`src/hdl/alias_table_sampler_top_assert.svh`:
```
// Assertion macros shared by the sampler modules.
// Each module that uses them needs clk and rst_n in scope.
`ifndef ALIAS_TABLE_SAMPLER_TOP_ASSERT_SVH
`define ALIAS_TABLE_SAMPLER_TOP_ASSERT_SVH

// Condition holds at every edge outside reset.
`define ATS_ASSERT_ALWAYS(lbl, cond, msg) \
  lbl: assert property (@(posedge clk) disable iff (!rst_n) (cond)) else $error(msg);

// Consequent holds in the same cycle as the antecedent.
`define ATS_ASSERT_IMPL(lbl, ante, cons, msg) \
  lbl: assert property (@(posedge clk) disable iff (!rst_n) (ante) |-> (cons)) else $error(msg);

`endif

```
`src/hdl/ats_pkg.sv`:
```
// Shared constants, codes and structs of the alias table sampler.
// No dependencies.
package ats_pkg;

  localparam int MAX_BINS      = 64;
  localparam int WEIGHT_BITS   = 16;
  localparam int FRACTION_BITS = 16;

  localparam int BIN_W    = $clog2(MAX_BINS);
  localparam int CNT_W    = BIN_W + 1;
  localparam int TOTAL_W  = WEIGHT_BITS + BIN_W;
  localparam int SCALED_W = WEIGHT_BITS + 2 * BIN_W;
  localparam int CFG_W    = 7;
  localparam int CMD_W    = 2;
  localparam int STATUS_W = 3;

  localparam logic [CMD_W-1:0] CMD_LOAD  = 2'd0;
  localparam logic [CMD_W-1:0] CMD_BUILD = 2'd1;
  localparam logic [CMD_W-1:0] CMD_DRAW  = 2'd2;

  localparam logic [STATUS_W-1:0] ST_OK       = 3'd0;
  localparam logic [STATUS_W-1:0] ST_ZERO     = 3'd1;
  localparam logic [STATUS_W-1:0] ST_NOTBUILT = 3'd2;
  localparam logic [STATUS_W-1:0] ST_RANGE    = 3'd3;
  localparam logic [STATUS_W-1:0] ST_OVERLOAD = 3'd4;

  typedef struct packed {
    logic                   en;
    logic [BIN_W-1:0]       addr;
    logic [WEIGHT_BITS-1:0] data;
  } ld_wr_t;

  typedef struct packed {
    logic               en;
    logic [BIN_W-1:0]   addr;
    logic [TOTAL_W-1:0] thr;
    logic [BIN_W-1:0]   topup;
  } tbl_wr_t;

  typedef struct packed {
    logic done;
    logic zero;
  } bld_res_t;

endpackage

```
`src/hdl/ats_draw.sv`:
```
// Draw unit: holds the threshold/topup memory and decides bin or topup.
// Depends on ats_pkg.
module ats_draw (
  input  logic                              clk,
  input  logic                              req,
  input  logic [ats_pkg::BIN_W-1:0]         die,
  input  logic [ats_pkg::FRACTION_BITS-1:0] coin,
  input  logic [ats_pkg::TOTAL_W-1:0]       total,
  input  ats_pkg::tbl_wr_t                  tbl_wr,
  output logic [ats_pkg::BIN_W-1:0]         chosen
);

  localparam int BW = ats_pkg::BIN_W;
  localparam int TW = ats_pkg::TOTAL_W;
  localparam int FB = ats_pkg::FRACTION_BITS;
  localparam int PW = TW + FB;

  logic [TW+BW-1:0] tbl_mem [ats_pkg::MAX_BINS];
  logic [TW+BW-1:0] tbl_q;
  logic [BW-1:0]    die_r;
  logic [FB-1:0]    coin_r;
  logic [PW-1:0]    lhs, rhs;

  always_ff @(posedge clk) begin
    if (tbl_wr.en) begin
      tbl_mem[tbl_wr.addr] <= {tbl_wr.thr, tbl_wr.topup};
    end
    tbl_q <= tbl_mem[die];
    if (req) begin
      die_r  <= die;
      coin_r <= coin;
    end
  end

  // keep the bin when coin * T < numerator * 2^FB
  assign lhs    = PW'(coin_r) * PW'(total);
  assign rhs    = {tbl_q[TW+BW-1:BW], {FB{1'b0}}};
  assign chosen = (lhs < rhs) ? die_r : tbl_q[BW-1:0];

endmodule

```
`config.mk`:
```
export PLATFORM = sky130hd
export DESIGN_NAME = ats_draw
export DESIGN_NICKNAME = d
export VERILOG_FILES = /design/src/hdl/alias_table_sampler_top_assert.svh /design/src/hdl/ats_pkg.sv /design/src/hdl/ats_draw.sv
export SDC_FILE = /design/constraint.sdc
export NUM_CORES = 2
export LEC_CHECK = 0
export ABC_CLOCK_PERIOD_IN_PS = 7400
export BUFFER_PORTS_ARGS = -buffer_cell sky130_fd_sc_hd__buf_2
export CAP_MARGIN = 20
export CORE_UTILIZATION = 45
export CTS_BUF_LIST = sky130_fd_sc_hd__clkbuf_4
export DETAILED_ROUTE_END_ITERATION = 8
export PLACE_DENSITY = 0.58
export SKIP_LAST_GASP = 1
export SYNTH_ARGS = -nofsm -noshare
export SYNTH_HDL_FRONTEND = slang
export SYNTH_SLANG_ARGS = --single-unit
export TNS_END_PERCENT = 10
```
`constraint.sdc`:
```
create_clock -name clk -period 7.4 [get_ports clk]
set_input_delay 0.37 -clock clk [delete_from_list [all_inputs] [get_ports clk]]
set_output_delay 0.37 -clock clk [all_outputs]
set_load 0.02 [all_outputs]
```
==> flow_summary.yaml <==
final_layout:
  fin_nets: 5275
  drive_gt1_share_pct: 35.8
  final_common_cell: "edfxtp_1"
  stdcell_count: 7476
  design_area_um2: 94100
  final_util_pct: 52.7
  layout_common_cells: "1814 x edfxtp_1, 705 x clkbuf_4, 588 x mux4_2"
  area_growth_syn_to_layout_pct: 16.1
worst_setup_path:
  crit_top_cell: "fa_1"
  crit_required_ns: 7.03
  crit_fanout: 6
  cp-end-kind: "primary output"
  slowest_stage: "fa_1"
  reg2reg_slack_ns: 4.72
  path_class: "reg2out"
  cpPeakStageDelay_ns: 0.56
  crit_arrival_ns: 9.15
  cp-start-kind: "flop"
floorplan:
  die_w_um: 426
  rows: 155
  chipHeight_um: 426
  core_area_um2: 179000
  ios: 87
  start_util_pct: 45.4
  die_area_um2: 182000
placed_design:
  post_dp_cell_area_um2: 86600
  dp_hpwl_mm: 118
  port_buffers: 86
  pre_cts_ws_ns: -1.22
  gp_congestion: 0.789
  dp.cells: 6547
global_route:
  grt_first_pass_wirelength_mm: 299
  antenna_found_initial: 29
  grt_overflow: 0
  grt_pass1_vias: 44100
  grt_max_degree: 102
  grt_util_all_layers_pct: 23.3
cts:
  clock_latency_ns: 1.38
  cts_sinks: 1842
  cts_tree: "yes"
  clock_path_buffers: 4
  cts_root_buf: "clkbuf_4"
  clk_pin_slew_ns: 0.07
  cts_made_buffers: 472
  htreeDepth: 5
pwr:
  power_mw: 36.5
  p_leak_nw: 32.7
  worst_ir_drop_vdd_mv: 0.723
  power_per_cell_area_nw_per_um2: 388
synthesis:
  ys_seq_area_share_pct: 67.9
  synth.distinct_cells: 58
  synth.ff_latch_count: 1842
  ys.flop_type: "edfxtp_1"
  yosys_warnings: 0
  synthesis.nets: 4511
  synthArstFlopShare_pct: 0
  synth.avg_cell_area_um2: 20.1
  synth_edf_count: 1814
  synth_area_um2: 81000
  synthCells: 4025
sta:
  period_minus_slack_ns: 9.52
  worst_pin_slew_ns: 1.06
  worst_slack_ns: -2.12
  fmax_ghz: 0.105
  finalHoldViolations: 0
  setup_viol: 6
  fin_crit_sh_pct: 129
  rsz0062_at_grt: "true"
  clock_skew_ns: 0.126
  slew_headroom_pct: 29.4
  maxSlewViolCount: 0
routing:
  vias: 41400
  drt_wl_total_mm: 206
  avgRoutedWirePerCell_um: 27.6
  ant_nets: 0
  vias_per_cell: 5.54
  drc: 0
  firstDrtPassIters: 7
  drtIter0Drc: 3717
hold_path:
  holdCritPathClass: "in2reg"
outcome:
  status: "finished, violations left"
  violations: "negative setup slack"
job:
  cap_violations: 0
synthesized netlist by cell type, drive strengths merged, types with 3 or more instances:
master / n / area share, %
nor3: 7 / 0.043
nor2: 73 / 0.34
nor4: 3 / 0.023
mux2: 6 / 0.083
o21a: 4 / 0.037
nand2: 216 / 1.0
nor2b: 8 / 0.062
a211o: 3 / 0.032
o21ai: 23 / 0.14
o31ai: 3 / 0.028
clkbuf: 127 / 0.59
xor2: 6 / 0.065
and4: 5 / 0.054
mux4: 588 / 16
nand4: 13 / 0.10
fa: 277 / 6.8
a21o: 20 / 0.19
inv: 343 / 1.6
edfxtp: 1814 / 67
ha: 128 / 2.0
and2: 159 / 1.2
a211oi: 8 / 0.074
xnor2: 12 / 0.13
buf: 69 / 0.45
a21oi: 29 / 0.18
or3: 4 / 0.031
nand3: 13 / 0.080
dfxtp: 28 / 0.69
nand2b: 5 / 0.039
worst max-delay path: cells and delay by family, from the launching register on:
family,cells,cell delay [ns]
fa+ha+maj,8,3.52
compound gates,6,1.31
buf+inv,10,1.08
simple gates,6,1.00
flops,1,0.49
mux,1,0.31
xor+xnor,1,0.12
stage by stage:
step / setup TNS, ns / hold slack, ns
final: -12.73 / 0.0860
after global routing: -14.95 / -0.00203
after CTS: -14.21 / 0.0788
after detailed placement: -7.27 / 0.548
after global placement: -7.40 / 0.550
after floorplan: -0.925 / 0.469
path summary, 6_finish.rpt:
check                        from        endpoint  depth (start not counted)
hold / removal          tbl_wr[8]  tbl_mem[32][8]                          2
setup / recovery        coin_r[4]       chosen[0]                         32
hold reg to reg    tbl_mem[7][25]       tbl_q[25]                          3
setup reg to reg  tbl_mem[32][24]       tbl_q[24]                          4
sequential cells by signal (all words and copies together) (netlist names):
register,cells
tbl_mem,1792
tbl_q,28
coin_r,16
die_r,6
cells by family after synthesis:
logic type               share of synthesized area (%)
flip-flops                                        67.9
AND/OR/NAND/NOR                                   3.06
multiplexers                                      16.4
buffers and inverters                             2.62
XOR/XNOR                                         0.195
adder cells (fa/ha/maj)                           8.82
AO/OA/AOI/OAI                                    0.930
report_power, final:
part	internal, mW	switching [mW]
clock network	4.50	3.97
registers	11.6	0.0316
logic	8.09	8.33
layer usage:
| layer | up-vias | routed length [um] | GRT usage [%] |
|---|---|---|---|
| li1 | 17600 | - | - |
| met1 | 22000 | 82700 | 30.5 |
| met2 | 1431 | 103000 | 38.2 |
| met3 | 339 | 14600 | 5.39 |
| met4 | 12 | 5990 | 8.14 |
| met5 | - | 77 | 0 |
repair_timing:
action,CTS,global route
resized for setup,38,6
cloned,0,0
setup buffers,10,0
setup endpoints to repair,6,6
hold endpoints to repair,2110,139
hold buffers,81,12
pin swaps,33,4
area by class of cell:
class | instances | area, um2
multi-input cells | 1644 | 24600
fillers | 14300 | 84500
inverters | 343 | 1290
clock buffers | 705 | 5290
repair buffers | 486 | 4330
well taps | 2355 | 2950
flip-flops and latches | 1842 | 55000
clock inverters | 87 | 518
diodes | 14 | 35.0
No activity file was read; power rests on OpenSTA's default activity.
