`config.mk`:
```
export PLATFORM = sky130hd
export DESIGN_NAME = ats_build
export DESIGN_NICKNAME = d
export VERILOG_FILES = /design/src/hdl/ats_pkg.sv /design/src/hdl/ats_build.sv
export VERILOG_INCLUDE_DIRS = /design/src /design/src/hdl
export SDC_FILE = /design/constraint.sdc
export NUM_CORES = 2
export LEC_CHECK = 0
export ABC_AREA = 0
export BUFFER_PORTS_ARGS = -buffer_cell sky130_fd_sc_hd__buf_2
export CELL_PAD_IN_SITES_DETAIL_PLACEMENT = 1
export CELL_PAD_IN_SITES_GLOBAL_PLACEMENT = 1
export CORE_UTILIZATION = 57
export CTS_BUF_LIST = sky130_fd_sc_hd__clkbuf_2 sky130_fd_sc_hd__clkbuf_4 sky130_fd_sc_hd__clkbuf_8
export CTS_CLUSTER_DIAMETER = 60
export DETAILED_ROUTE_END_ITERATION = 8
export HOLD_SLACK_MARGIN = 0.08
export MAX_ROUTING_LAYER = met4
export PLACE_DENSITY = 0.81
export REMOVE_ABC_BUFFERS = 1
export SYNTH_ARGS = -nofsm -noshare
export SYNTH_HDL_FRONTEND = slang
export SYNTH_SLANG_ARGS = --single-unit
```
`constraint.sdc`:
```
create_clock -name clk -period 14.76 [get_ports clk]
set_clock_uncertainty 0.2 [all_clocks]
set_input_delay 2.214 -clock clk [delete_from_list [all_inputs] [get_ports clk]]
set_output_delay 2.214 -clock clk [all_outputs]
set_load 0.01 [all_outputs]
```
`src/hdl/alias_table_sampler_top_assert.svh`:
```
// Assertion macros shared by the sampler modules.
// Each module that uses them needs clk and rst_n in scope.
`ifndef ALIAS_TABLE_SAMPLER_TOP_ASSERT_SVH
`define ALIAS_TABLE_SAMPLER_TOP_ASSERT_SVH

// Condition holds at every edge outside reset.
`define ATS_ASSERT_ALWAYS(lbl, cond, msg) \
  lbl: assert property (@(posedge clk) disable iff (!rst_n) (cond)) else $error(msg);

// Consequent holds in the same cycle as the antecedent.
`define ATS_ASSERT_IMPL(lbl, ante, cons, msg) \
  lbl: assert property (@(posedge clk) disable iff (!rst_n) (ante) |-> (cons)) else $error(msg);

`endif

```
`src/hdl/ats_pkg.sv`:
```
// Shared constants, codes and structs of the alias table sampler.
// No dependencies.
package ats_pkg;

  localparam int MAX_BINS      = 64;
  localparam int WEIGHT_BITS   = 16;
  localparam int FRACTION_BITS = 16;

  localparam int BIN_W    = $clog2(MAX_BINS);
  localparam int CNT_W    = BIN_W + 1;
  localparam int TOTAL_W  = WEIGHT_BITS + BIN_W;
  localparam int SCALED_W = WEIGHT_BITS + 2 * BIN_W;
  localparam int CFG_W    = 7;
  localparam int CMD_W    = 2;
  localparam int STATUS_W = 3;

  localparam logic [CMD_W-1:0] CMD_LOAD  = 2'd0;
  localparam logic [CMD_W-1:0] CMD_BUILD = 2'd1;
  localparam logic [CMD_W-1:0] CMD_DRAW  = 2'd2;

  localparam logic [STATUS_W-1:0] ST_OK       = 3'd0;
  localparam logic [STATUS_W-1:0] ST_ZERO     = 3'd1;
  localparam logic [STATUS_W-1:0] ST_NOTBUILT = 3'd2;
  localparam logic [STATUS_W-1:0] ST_RANGE    = 3'd3;
  localparam logic [STATUS_W-1:0] ST_OVERLOAD = 3'd4;

  typedef struct packed {
    logic                   en;
    logic [BIN_W-1:0]       addr;
    logic [WEIGHT_BITS-1:0] data;
  } ld_wr_t;

  typedef struct packed {
    logic               en;
    logic [BIN_W-1:0]   addr;
    logic [TOTAL_W-1:0] thr;
    logic [BIN_W-1:0]   topup;
  } tbl_wr_t;

  typedef struct packed {
    logic done;
    logic zero;
  } bld_res_t;

endpackage

```
`src/hdl/ats_build.sv`:
```
// Table build sequencer: owns the weight memory and the shared bin stack memory.
// Depends on ats_pkg and alias_table_sampler_top_assert.svh.
`include "alias_table_sampler_top_assert.svh"
module ats_build (
  input  logic                        clk,
  input  logic                        rst_n,
  input  logic                        start,
  input  logic [ats_pkg::CNT_W-1:0]   n,
  input  logic [ats_pkg::CNT_W-1:0]   load_pos,
  input  ats_pkg::ld_wr_t             ld_wr,
  output ats_pkg::tbl_wr_t            tbl_wr,
  output ats_pkg::bld_res_t           res,
  output logic [ats_pkg::TOTAL_W-1:0] total
);

  localparam logic [3:0] B_IDLE   = 4'd0;
  localparam logic [3:0] B_SUM_RD = 4'd1;
  localparam logic [3:0] B_SUM_AC = 4'd2;
  localparam logic [3:0] B_SCL_RD = 4'd3;
  localparam logic [3:0] B_SCL_WR = 4'd4;
  localparam logic [3:0] B_PR_RD  = 4'd5;
  localparam logic [3:0] B_PR_SW  = 4'd6;
  localparam logic [3:0] B_PR_UP  = 4'd7;
  localparam logic [3:0] B_LO_RD  = 4'd8;
  localparam logic [3:0] B_LO_WR  = 4'd9;

  localparam int BW = ats_pkg::BIN_W;
  localparam int CW = ats_pkg::CNT_W;
  localparam int SW = ats_pkg::SCALED_W;
  localparam int TW = ats_pkg::TOTAL_W;
  localparam logic [CW-1:0] TOP_SLOT = CW'(ats_pkg::MAX_BINS);

  logic [SW-1:0] sw_mem [ats_pkg::MAX_BINS];
  logic [BW-1:0] stk_mem [ats_pkg::MAX_BINS];

  logic [3:0]    st_r, st_nxt;
  logic [CW-1:0] idx_r, idx_nxt;
  logic [CW-1:0] ud_r, ud_nxt, od_r, od_nxt;
  logic [TW-1:0] total_r, total_nxt;
  logic [BW-1:0] u_r, u_nxt, o_r, o_nxt;

  logic          sw_we;
  logic [BW-1:0] sw_wa, sw_ra0, sw_ra1;
  logic [SW-1:0] sw_wd, sw_q0, sw_q1;
  logic          stk_we;
  logic [BW-1:0] stk_wa, stk_wd, stk_ra0, stk_ra1, stk_q0, stk_q1;

  logic [TW-1:0] sum_v;
  logic [SW-1:0] scl_v, nw_v;
  logic [CW-1:0] ud_top, od_top, od_push;

  always_ff @(posedge clk) begin
    if (sw_we) begin
      sw_mem[sw_wa] <= sw_wd;
    end
    sw_q0 <= sw_mem[sw_ra0];
    sw_q1 <= sw_mem[sw_ra1];
  end

  always_ff @(posedge clk) begin
    if (stk_we) begin
      stk_mem[stk_wa] <= stk_wd;
    end
    stk_q0 <= stk_mem[stk_ra0];
    stk_q1 <= stk_mem[stk_ra1];
  end

  always_ff @(posedge clk) begin
    if (!rst_n) begin
      st_r    <= B_IDLE;
      idx_r   <= '0;
      ud_r    <= '0;
      od_r    <= '0;
      total_r <= '0;
    end else begin
      st_r    <= st_nxt;
      idx_r   <= idx_nxt;
      ud_r    <= ud_nxt;
      od_r    <= od_nxt;
      total_r <= total_nxt;
    end
  end

  always_ff @(posedge clk) begin
    u_r <= u_nxt;
    o_r <= o_nxt;
  end

  // under bins grow up from slot 0, over bins grow down from the top slot
  assign ud_top  = ud_r - CW'(1);
  assign od_top  = TOP_SLOT - od_r;
  assign od_push = TOP_SLOT - od_r - CW'(1);

  assign sum_v = (idx_r < load_pos) ? TW'(sw_q0[ats_pkg::WEIGHT_BITS-1:0]) : '0;
  assign scl_v = ((idx_r < load_pos) ? SW'(sw_q0[ats_pkg::WEIGHT_BITS-1:0]) : '0) * SW'(n);
  assign nw_v  = sw_q1 + sw_q0 - SW'(total_r);

  always_comb begin
    st_nxt    = st_r;
    idx_nxt   = idx_r;
    ud_nxt    = ud_r;
    od_nxt    = od_r;
    total_nxt = total_r;
    u_nxt     = u_r;
    o_nxt     = o_r;
    sw_we     = ld_wr.en;
    sw_wa     = ld_wr.addr;
    sw_wd     = SW'(ld_wr.data);
    sw_ra0    = idx_r[BW-1:0];
    sw_ra1    = idx_r[BW-1:0];
    stk_we    = 1'b0;
    stk_wa    = ud_r[BW-1:0];
    stk_wd    = idx_r[BW-1:0];
    stk_ra0   = ud_top[BW-1:0];
    stk_ra1   = od_top[BW-1:0];
    tbl_wr    = '0;
    res       = '0;
    case (st_r)
      B_IDLE: begin
        if (start) begin
          idx_nxt   = '0;
          ud_nxt    = '0;
          od_nxt    = '0;
          total_nxt = '0;
          st_nxt    = B_SUM_RD;
        end
      end
      B_SUM_RD: begin
        st_nxt = B_SUM_AC;
      end
      B_SUM_AC: begin
        total_nxt = total_r + sum_v;
        if (idx_r == n - CW'(1)) begin
          idx_nxt = '0;
          if (total_nxt == '0) begin
            res.done = 1'b1;
            res.zero = 1'b1;
            st_nxt   = B_IDLE;
          end else begin
            st_nxt = B_SCL_RD;
          end
        end else begin
          idx_nxt = idx_r + CW'(1);
          st_nxt  = B_SUM_RD;
        end
      end
      B_SCL_RD: begin
        st_nxt = B_SCL_WR;
      end
      B_SCL_WR: begin
        sw_we  = 1'b1;
        sw_wa  = idx_r[BW-1:0];
        sw_wd  = scl_v;
        stk_we = 1'b1;
        stk_wd = idx_r[BW-1:0];
        if (scl_v < SW'(total_r)) begin
          stk_wa = ud_r[BW-1:0];
          ud_nxt = ud_r + CW'(1);
        end else begin
          stk_wa = od_push[BW-1:0];
          od_nxt = od_r + CW'(1);
        end
        if (idx_r == n - CW'(1)) begin
          st_nxt = B_PR_RD;
        end else begin
          idx_nxt = idx_r + CW'(1);
          st_nxt  = B_SCL_RD;
        end
      end
      B_PR_RD: begin
        if (ud_r == '0 || od_r == '0) begin
          st_nxt = B_LO_RD;
        end else begin
          st_nxt = B_PR_SW;
        end
      end
      B_PR_SW: begin
        u_nxt  = stk_q0;
        o_nxt  = stk_q1;
        sw_ra0 = stk_q0;
        sw_ra1 = stk_q1;
        st_nxt = B_PR_UP;
      end
      B_PR_UP: begin
        tbl_wr.en    = 1'b1;
        tbl_wr.addr  = u_r;
        tbl_wr.thr   = sw_q0[TW-1:0];
        tbl_wr.topup = o_r;
        sw_we        = 1'b1;
        sw_wa        = o_r;
        sw_wd        = nw_v;
        stk_we       = 1'b1;
        stk_wd       = o_r;
        // pop both, then return the reduced over bin to its stack
        if (nw_v < SW'(total_r)) begin
          stk_wa = ud_top[BW-1:0];
          od_nxt = od_r - CW'(1);
        end else begin
          stk_wa = od_top[BW-1:0];
          ud_nxt = ud_r - CW'(1);
        end
        st_nxt = B_PR_RD;
      end
      B_LO_RD: begin
        if (od_r != '0) begin
          stk_ra0 = od_top[BW-1:0];
          st_nxt  = B_LO_WR;
        end else if (ud_r != '0) begin
          st_nxt = B_LO_WR;
        end else begin
          res.done = 1'b1;
          st_nxt   = B_IDLE;
        end
      end
      B_LO_WR: begin
        tbl_wr.en    = 1'b1;
        tbl_wr.addr  = stk_q0;
        tbl_wr.thr   = total_r;
        tbl_wr.topup = stk_q0;
        if (od_r != '0) begin
          od_nxt = od_r - CW'(1);
        end else begin
          ud_nxt = ud_r - CW'(1);
        end
        st_nxt = B_LO_RD;
      end
      default: begin
        st_nxt = B_IDLE;
      end
    endcase
  end

  assign total = total_r;

  `ATS_ASSERT_ALWAYS(a_stack_fits, (ud_r + od_r) <= CW'(ats_pkg::MAX_BINS), "stacks overlap")
  `ATS_ASSERT_IMPL(a_pair_nonempty, st_r == B_PR_SW || st_r == B_PR_UP, ud_r != '0 && od_r != '0, "pairing with an empty stack")
  `ATS_ASSERT_IMPL(a_done_empty, res.done && !res.zero, ud_r == '0 && od_r == '0, "build ended with bins on a stack")

endmodule

```
==> impl_metrics.py <==
metrics = {
    "status": {
        "status": "complete, but fails checks",
        "violations": "max-capacitance violations",
    },
    "flow_run": {
        "cap_violations": 1,
    },
    "floorplanning": {
        "initial_core_util": 0.576,
        "ios": 99,
        "die_h_um": 452,
        "die_w_um": 452,
        "rows": 164,
        "die_area_mm2": 0.205,
        "coreArea_mm2": 0.201,
    },
    "clock_network": {
        "cts-htree-levels": 5,
        "cts.reportedPaths.clkPinSlew_ns": 0.06,
        "cts-root-buf": "clkbuf_8",
        "clock_sinks": 2303,
        "cts_resized": 0,
        "insertion_delay_ns": 1.19,
        "cts.path.max_buffers": 4,
        "cts_setup_buffers": 0,
        "cts_tree": "yes",
        "tritoncts.num_buffers": 391,
        "hold_buffers": 0,
    },
    "synth": {
        "synth-seq-cells": 2303,
        "synth_area_leaders": "edfxtp_1, mux4_2, a211oi_1, nand2_1, dfxtp_1",
        "synth_cells": 7482,
        "synth_largest_area_cell": "edfxtp_1",
        "synth_edf_count": 2188,
        "ys_seq_area_frac": 0.588,
        "synthArstFlopShare": 0,
        "netlist_area_mm2": 0.116,
        "yosysTopAreaCellShare": 0.568,
        "synth_ff_type": "edfxtp_1",
        "avgSynthCellArea_um2": 15.5,
        "yosys_warnings": 0,
        "ys_types": 85,
    },
    "route": {
        "dr.pass1.iters": 9,
        "ant_nets": 0,
        "drc": 0,
        "wl_per_cell_um": 38.1,
        "post_drt_via_cell_ratio": 7.51,
        "num_vias": 79528,
        "drt_iter0_markers": 12037,
        "totalWireLength_mm": 404,
    },
    "setup_path": {
        "crit_required_ns": 15.28,
        "path_max_fanout": 49,
        "path_common_cell": "fa_1",
        "cpMaxStageDelayCell": "a21oi_4",
        "path_class": "primary input to flip-flop",
        "cp-end-kind": "flip-flop",
        "cpPeakStageDelay_ns": 0.80,
        "worstSetupStartpointType": "primary input",
        "arrival_ns": 13.29,
    },
    "timing": {
        "fin_crit_sh": 0.865,
        "setup_tns_ns": 0,
        "max_freq_ghz": 0.0783,
        "hold_violations": 0,
        "rsz0062_at_grt": "false",
        "fin_hold_ws_ns": 0.303,
        "finalMaxSlewViolations": 0,
        "worst_pin_slew_ns": 1.50,
        "setup_viol": 0,
        "relSlewSlack": 0.00324,
        "fin_crit_ns": 12.77,
    },
    "cells_and_area": {
        "final_area_mm2": 0.128,
        "fillers": 17841,
        "layout.nets": 7892,
        "syn_to_final_growth_pct": 10.5,
        "drive_gt1_frac": 0.265,
    },
    "place": {
        "gp_congestion": 0.932,
        "dp_hpwl_mm": 237,
        "dpl_cell_area_mm2": 0.120,
        "io_buffers": 98,
    },
    "hold_path": {
        "hp-class": "flip-flop to flip-flop",
    },
    "power": {
        "powerDensity_mw_per_mm2": 121,
        "ir_worst_vdd_mv": 0.0838,
        "p_leak_nw": 43.5,
    },
    "global_route": {
        "grt_use_total": 0.407,
        "overflow": 0,
        "grt_pass1_vias": 82548,
        "antenna_found_initial": 24,
        "grt_pass1_wl_mm": 579,
        "grt_start_max_net_pins": 193,
    },
}
==> per-layer routing <==
layer	track usage	up-vias	wire, µm
met4	0.207	0	23800
met2	0.598	6722	185000
met1	0.517	40877	139000
met5	-	-	0
met3	0.121	1449	56300
li1	-	30480	-
==> placed cells by master (no fill, tap or decap), types with 89 or more instances in the layout <==
| cell type | instances |
|---|---|
| mux4_2 | 1018 |
| ha_1 | 148 |
| inv_1 | 230 |
| fa_1 | 93 |
| buf_2 | 98 |
| a21oi_1 | 268 |
| and2_1 | 343 |
| a311oi_1 | 163 |
| and3_1 | 91 |
| dfxtp_1 | 114 |
| clkbuf_4 | 122 |
| a31oi_1 | 175 |
| nor2_1 | 167 |
| clkbuf_8 | 418 |
| edfxtp_1 | 2188 |
| a211oi_1 | 428 |
| buf_4 | 191 |
| nand2_1 | 835 |
| clkinv_1 | 89 |
==> flip-flops by register name, indices dropped and copies added, names as in the netlist, 6 cells and up <==
name     cells
stk_mem    384
od_r         7
sw_q1       28
o_r          6
sw_q0       28
sw_mem    1792
stk_q1       6
total       22
stk_q0       6
idx_r        7
ud_r         7
u_r          6
==> cell usage after synthesis, types with 8 or more instances <==
library cell  number
mux4_2          1018
a21oi_1          282
a22oi_1           28
a31oi_1          175
or3_1             22
nand4_1           18
nand2_1          850
nor2b_1           17
o211ai_1           9
nand3_1           36
o21bai_1           8
fa_1              93
a221o_1            8
nand2b_1           9
nor4_1             9
nor3_1            32
a21o_1            52
a311oi_1         163
and3_1            91
clkbuf_1         385
buf_2             37
ha_1             149
edfxtp_1        2188
and2_1           343
o31ai_1           11
dfxtp_1          115
o21ai_0           74
buf_1            148
xor2_1            33
nor2_1           229
inv_1            230
a211oi_1         428
a22o_1            14
o21a_1            17
mux2i_1            9
xnor2_1           47
==> final timing paths <==
| path | from | endpoint | slack [ns] | cells after the start |
|---|---|---|---|---|
| worst max-delay path | load_pos[2] | stk_mem[29][3] | 1.99 | 35 |
| worst min-delay path | od_r[1] | od_r[1] | 0.30 | 2 |
| worst max register to register | idx_r[5] | stk_mem[29][3] | 2.46 | 33 |
| worst min register to register | od_r[1] | od_r[1] | 0.30 | 2 |
==> kinds of logic (layout without fill, tap and decap cells) <==
group	after synthesis	count (layout)	synth area share
DFF	2303	2303	0.588
and+or+nand+nor	1692	1692	0.0680
other	0	24	0
muxes	1030	1030	0.199
buffers and inverters	805	1239	0.0267
xor gates and xnor gates	80	80	0.00606
adders and majority gates	242	242	0.0322
AOI/OAI and AO/OA	1330	1330	0.0797
==> per-stage QoR <==
| stage | total power (W) | worst slack, ns | util | cells |
|---|---|---|---|---|
| final | 0.0154 | 1.99 | 0.637 | 10596 |
| after global routing | 0.0159 | 1.43 | 0.637 | 10591 |
| after CTS | 0.0154 | 2.23 | 0.636 | 10569 |
| after detailed placement | 0.00962 | 1.10 | 0.597 | 9870 |
| after global placement | 0.00953 | 1.36 | 0.597 | 9870 |
| after floorplan | 0.00987 | -29.57 | - | 6909 |
==> critical path, delay by kind of cell <==
| family | cells | cell delay (ns) |
|---|---|---|
| AO/OA/AOI/OAI | 14 | 4.22 |
| AND/OR/NAND/NOR | 9 | 3.18 |
| adder cells (fa/ha/maj) | 7 | 2.89 |
| buffers and inverters | 5 | 0.72 |
==> report_power, final <==
group	total [W]	internal (W)	leakage, nW	switching, W
registers	0.00721	0.00716	21.3	0.0000453
clock network	0.00591	0.00317	4.13	0.00274
logic	0.00233	0.000960	18.0	0.00137
total	0.0154	0.0113	43.5	0.00415
==> area by class of cell <==
type | count | area, µm² | area share
Sequential cell | 2303 | 68000 | 0.532
Multi-Input combinational cell | 4374 | 45400 | 0.356
Clock buffer | 539 | 6660 | 0.0521
Tap cell | 2656 | 3320 | 0.0260
Timing Repair Buffer | 308 | 2290 | 0.0179
Clock inverter | 160 | 1110 | 0.00873
Inverter | 232 | 871 | 0.00682
Antenna cell | 24 | 60.1 | 0.000470
No activity file was read; power rests on OpenSTA's default activity.
